--- config.mk ---
export PLATFORM = sky130hd
export DESIGN_NAME = bsc_ctrl
export DESIGN_NICKNAME = d
export VERILOG_FILES = /design/src/design/bsc_pkg.sv /design/src/design/bsc_ctrl.sv
export SDC_FILE = /design/constraint.sdc
export NUM_CORES = 1
export LEC_CHECK = 0
export ABC_AREA = 1
export BUFFER_PORTS_ARGS = -buffer_cell sky130_fd_sc_hd__buf_2
export CORE_AREA = 8 8 45 47
export DETAILED_ROUTE_END_ITERATION = 10
export DIE_AREA = 0 0 53 55
export PLACE_DENSITY = 0.46
export SLEW_MARGIN = 20
export SYNTH_ARGS = -nofsm -noshare
export SYNTH_HDL_FRONTEND = slang
export SYNTH_SLANG_ARGS = --single-unit
--- constraint.sdc ---
create_clock -name aclk -period 2.5 [get_ports aclk]
set_input_delay 0.125 -clock aclk [delete_from_list [all_inputs] [get_ports aclk]]
set_output_delay 0.125 -clock aclk [all_outputs]
set_load 0.02 [all_outputs]
--- src/design/bsc_pkg.sv ---
// Shared types and codes for the bytecode stack calculator.
// Used by the controller, the datapath, the multiply/divide unit and the top level.
`default_nettype none
package bsc_pkg;

    // command codes (tuser on the input side)
    localparam logic [2:0] CMD_RET   = 3'd0;
    localparam logic [2:0] CMD_CONST = 3'd1;
    localparam logic [2:0] CMD_NEG   = 3'd2;
    localparam logic [2:0] CMD_ADD   = 3'd3;
    localparam logic [2:0] CMD_SUB   = 3'd4;
    localparam logic [2:0] CMD_MUL   = 3'd5;
    localparam logic [2:0] CMD_DIV   = 3'd6;

    // status codes (tuser on the output side)
    localparam logic [2:0] ST_OK    = 3'd0;
    localparam logic [2:0] ST_RET   = 3'd1;
    localparam logic [2:0] ST_UNDER = 3'd2;
    localparam logic [2:0] ST_FULL  = 3'd3;
    localparam logic [2:0] ST_DIV0  = 3'd4;
    localparam logic [2:0] ST_SAT   = 3'd5;

    localparam logic [63:0] Q_MAX = 64'h7FFF_FFFF_FFFF_FFFF;
    localparam logic [63:0] Q_MIN = 64'h8000_0000_0000_0000;

    localparam int DEPTH_FIELD_W = 9;
    localparam int IN_TDATA_W    = 64;
    localparam int OUT_TDATA_W   = 80;

    typedef enum logic [2:0] {
        CS_IDLE,
        CS_DECODE,
        CS_READ,
        CS_MDWAIT,
        CS_COMMIT
    } ctl_state_t;

    typedef enum logic [1:0] {
        MD_IDLE,
        MD_MUL,
        MD_DIV,
        MD_FIN
    } md_state_t;

    // controller -> datapath
    typedef struct packed {
        logic load_in;
        logic mem_rd;
        logic md_start;
        logic commit;
    } ctl_cmd_t;

    // datapath -> controller
    typedef struct packed {
        logic [2:0] cmd;
        logic       sp_ge2;
        logic       out_free;
        logic       md_done;
    } ctl_stat_t;

    function automatic logic is_binary(input logic [2:0] cmd);
        return (cmd == CMD_ADD) || (cmd == CMD_SUB) || (cmd == CMD_MUL) || (cmd == CMD_DIV);
    endfunction

endpackage
`default_nettype wire

--- src/design/bsc_ctrl.sv ---
// Controller: sequences one instruction through decode, stack read, mul/div and commit.
// Depends on bsc_pkg.
`default_nettype none
module bsc_ctrl
    import bsc_pkg::*;
(
    input  wire logic      aclk,
    input  wire logic      aresetn,
    input  wire logic      in_valid,
    output logic           in_ready,
    input  wire ctl_stat_t stat,
    output ctl_cmd_t       ctl
);

    ctl_state_t state_reg, state_next;
    logic needs_read, is_md;

    assign needs_read = ((stat.cmd == CMD_RET) || is_binary(stat.cmd)) && stat.sp_ge2;
    assign is_md      = (stat.cmd == CMD_MUL) || (stat.cmd == CMD_DIV);

    always_comb begin
        state_next = state_reg;
        unique case (state_reg)
            CS_IDLE:   if (in_valid) state_next = CS_DECODE;
            CS_DECODE: state_next = needs_read ? CS_READ : CS_COMMIT;
            CS_READ:   state_next = is_md ? CS_MDWAIT : CS_COMMIT;
            CS_MDWAIT: if (stat.md_done) state_next = CS_COMMIT;
            CS_COMMIT: if (stat.out_free) state_next = CS_IDLE;
            default:   state_next = CS_IDLE;
        endcase
    end

    always_comb begin
        in_ready     = 1'b0;
        ctl          = '0;
        unique case (state_reg)
            CS_IDLE: begin
                in_ready    = 1'b1;
                ctl.load_in = in_valid;
            end
            CS_DECODE: ctl.mem_rd   = needs_read;
            CS_READ:   ctl.md_start = is_md;
            CS_MDWAIT: ;
            CS_COMMIT: ctl.commit   = stat.out_free;
            default:   ;
        endcase
    end

    always_ff @(posedge aclk) begin
        if (!aresetn) state_reg <= CS_IDLE;
        else          state_reg <= state_next;
    end

endmodule
`default_nettype wire

-- Yosys cells after proc, flatten, opt, wreduce, memory -nomap -nowiden
Index checks and enable logic that the tools add are counted.
- register bits: 3
- bits of input ports: 9
- logic and storage cells: 32
- eq/ne operators: 11
- mux-type cells: 11
- reduce and logical (&&, ||, !) cells: 9
- operator list (operator ; number):
    $mux 3 ; 5
    $pmux 3 s5 ; 1
    $eq 3x3->1 const B ; 4
    $eq 3x2->1 const B ; 3
    $logic_not 3->1 ; 2
    $ne 2x2->1 const B ; 3
    $logic_or 1x1->1 ; 5
    $mux 1 ; 5
    $eq 3x1->1 const B ; 1
    $reduce_and 3->1 ; 1
    $logic_and 1x1->1 ; 1

-- Logic depth before layout (Yosys ltp)
- depth in word-level cells: 8
- mapped depth: 8
- gate-level depth less buffers: 8

-- Least setup slack after synthesis
OpenSTA, ideal clock, no wires.
- path kind: reg2out
- from: register state_reg[2]
- to: output port ctl[3] in the netlist's numbering
- data arrival time: 1.168 ns
- required time: 2.375 ns
- setup slack: 1.207 ns
- stages on the path, launching flop included: 4
- cells stage by stage: dfxtp_1 -> nor3_2 -> inv_1 -> nor2_1
- RTL lines (item ; line ; text):
    start: declaration ; bsc_ctrl.sv:15 ; ctl_state_t state_reg, state_next;
    start signal: assignment ; bsc_ctrl.sv:51 ; else state_reg <= state_next;
    end: declaration ; bsc_ctrl.sv:12 ; output ctl_cmd_t ctl

==> metrics.csv <==
metric,value,unit
start_util,0.190,
status,completed,
critPathMaxFanout,5,
synth_top_cell_area_share,0.229,
power_density,605,nW/µm²
cts_buffers,3,
dieArea,2920,µm²
syn_area,263,µm²
cts.htree.levels,1,
r2r_slack,1.40,ns
drive_gt1_frac,0.371,
rsz0062_at_grt,no,
clk_pin_slew,0.04,ns
synth_warnings,0,
start_kind,flip-flop,
avgSynthCellArea,5.84,µm²
synth_mux_area_frac,0,
grt_antenna_before_repair,0,
total_power,0.226,mW
yosys.area.top_type,dfxtp_1,
grt_usage,0.0519,
ys_seq_area_frac,0.229,
rows,14,
worstMarginPinSlew,0.223,ns
wl_met1,308,µm
timing.final.crit_share,0.544,
synth_simple_gate_area_frac,0.495,
fillers,169,
leakagePower,0.240,nW
areaGrowthSynthToFinish,42.4,%
drtAntennaViolNets,0,
clkLatencyLatePin,0.23,ns
syn-instance-count,45,
cp.required,2.38,ns
drc,0,
routedWlPerCell,8.92,µm
slew_headroom,0.850,
maxUsedRoutingLayer,met3,
cts-root-to-sink-buffers,2,
whs,0.121,ns
largest_register_ffs,3,
ioPinCount,14,
ys_ff_latch,3,
synth_xor_area_frac,0,
timing.setup.tns,0,ns
coreArea,1380,µm²
wl_met3,29,µm
grt_max_degree,6,
fin_crit,1.36,ns
placedCellCount,74,
place.detailed.hpwl,602,µm
yosys-top-cells-area,"dfxtp_1 23%, inv_1 14%, nand2_1 14%",
setup_viol,0,
synth_compound_area_frac,0.0905,
fin_skew,0.00266,ns
fp.dieH,55,µm
report.final.slew_viol_count,0,
vias,326,
overflow,0,
cts_tree,done,
synth_adder_area_share,0,
nNetsFinal,72,
final_cell_count_no_fill,78,
clock.fmax,735,MHz
criticalPathCategory,reg2out,
die_w,53,µm
cts-root-buf,clkbuf_4,
end_kind,output pin,
hold_buffers,0,
grt_pass1_vias,330,
drt_pass1_iterations,2,
cts_num_sinks,3,
globalplace.congestion,0.690,
postCtsSetupRepairBufs,0,
arrival,1.24,ns
synth.distinct_cells,14,
drt_iter0_markers,6,
final_util,0.270,
portBuffers,13,
finalHoldViolCount,0,
wl,696,µm
grt_first_pass_wirelength,1120,µm
cts_resized,0,
wl_met2,358,µm
vdd_drop_max,231,µV
drt-vias-per-instance,4.18,
antenna_cells,0,
synth_top_family_by_area,simple AND/OR/NAND/NOR gates,
hp-class,in2reg,
syn_nets,54,
maxCapViolations,0,
-- stage by stage --
step | setup WS [ns] | area, µm²
floorplan | 1.21 | 263
global placement | 1.39 | 348
detailed placement | 1.38 | 348
CTS | 1.11 | 374
global route | 0.955 | 374
finish | 1.14 | 374
-- where the power goes --
part / total, mW / leakage (nW) / switching, mW / internal [mW]
registers: 0.0649 / 0.0246 / 0.0106 / 0.0543
logic: 0.0779 / 0.201 / 0.0486 / 0.0293
clock network: 0.0834 / 0.0150 / 0.0237 / 0.0597
-- critical path, stage by stage (launching register included) --
cell     delay [ns]
dfxtp_1        0.42
inv_2          0.06
nor3_2         0.13
nand4_1        0.16
inv_1          0.08
buf_2          0.16
-- final timing paths --
path	from	to	cells after the start
setup / recovery	state_reg[1]$_SDFFE_PN0P_	ctl[1]	5
setup reg to reg	state_reg[2]$_SDFFE_PN0P_	state_reg[2]$_SDFFE_PN0P_	6
hold reg to reg	state_reg[2]$_SDFFE_PN0P_	state_reg[2]$_SDFFE_PN0P_	2
hold / removal	aresetn	state_reg[1]$_SDFFE_PN0P_	3
-- cell families after synthesis --
| group | Yosys count |
|---|---|
| buffers and inverters | 13 |
| and+or+nand+nor | 25 |
| AOI/OAI and AO/OA | 4 |
| DFF | 3 |
-- per-layer routing --
layer | vias up | global-route usage
li1 | 176 | -
met1 | 141 | 0.0500
met2 | 9 | 0.0898
met3 | 0 | 0.0187
met4 | 0 | 0.0388
met5 | - | 0
-- cell usage in the layout, fill, tap and decap left out --
master,synthesis,layout
inv_1,10,10
dfxtp_1,3,3
nor2_1,2,2
buf_2,0,13
a21oi_1,1,1
nand4_1,2,2
clkbuf_1,0,1
nand2_1,10,10
clkbuf_4,0,3
inv_2,3,3
a21boi_1,1,1
o21ai_1,1,1
nor4_1,1,1
nor3_2,3,3
nand3_1,6,6
a31oi_1,1,1
nor2_2,1,1
-- layout make-up --
type	count	area [µm²]	area share
inverters	13	48.8	0.130
flip-flops and latches	3	60.1	0.161
repair buffers	13	65.1	0.174
multi-input cells	29	154	0.411
well taps	16	20.0	0.0535
clock buffers	4	26.3	0.0702
-- cells in the mapped netlist --
library cell and count:
o21ai_1 1, nor2_2 1, a21oi_1 1, a31oi_1 1, dfxtp_1 3, nand3_1 6, nand4_1 2, nor3_2 3
a21boi_1 1, inv_2 3, nand2_1 10, inv_1 10, nor4_1 1, nor2_1 2
Note: power is estimated with default switching activity, not from simulation.
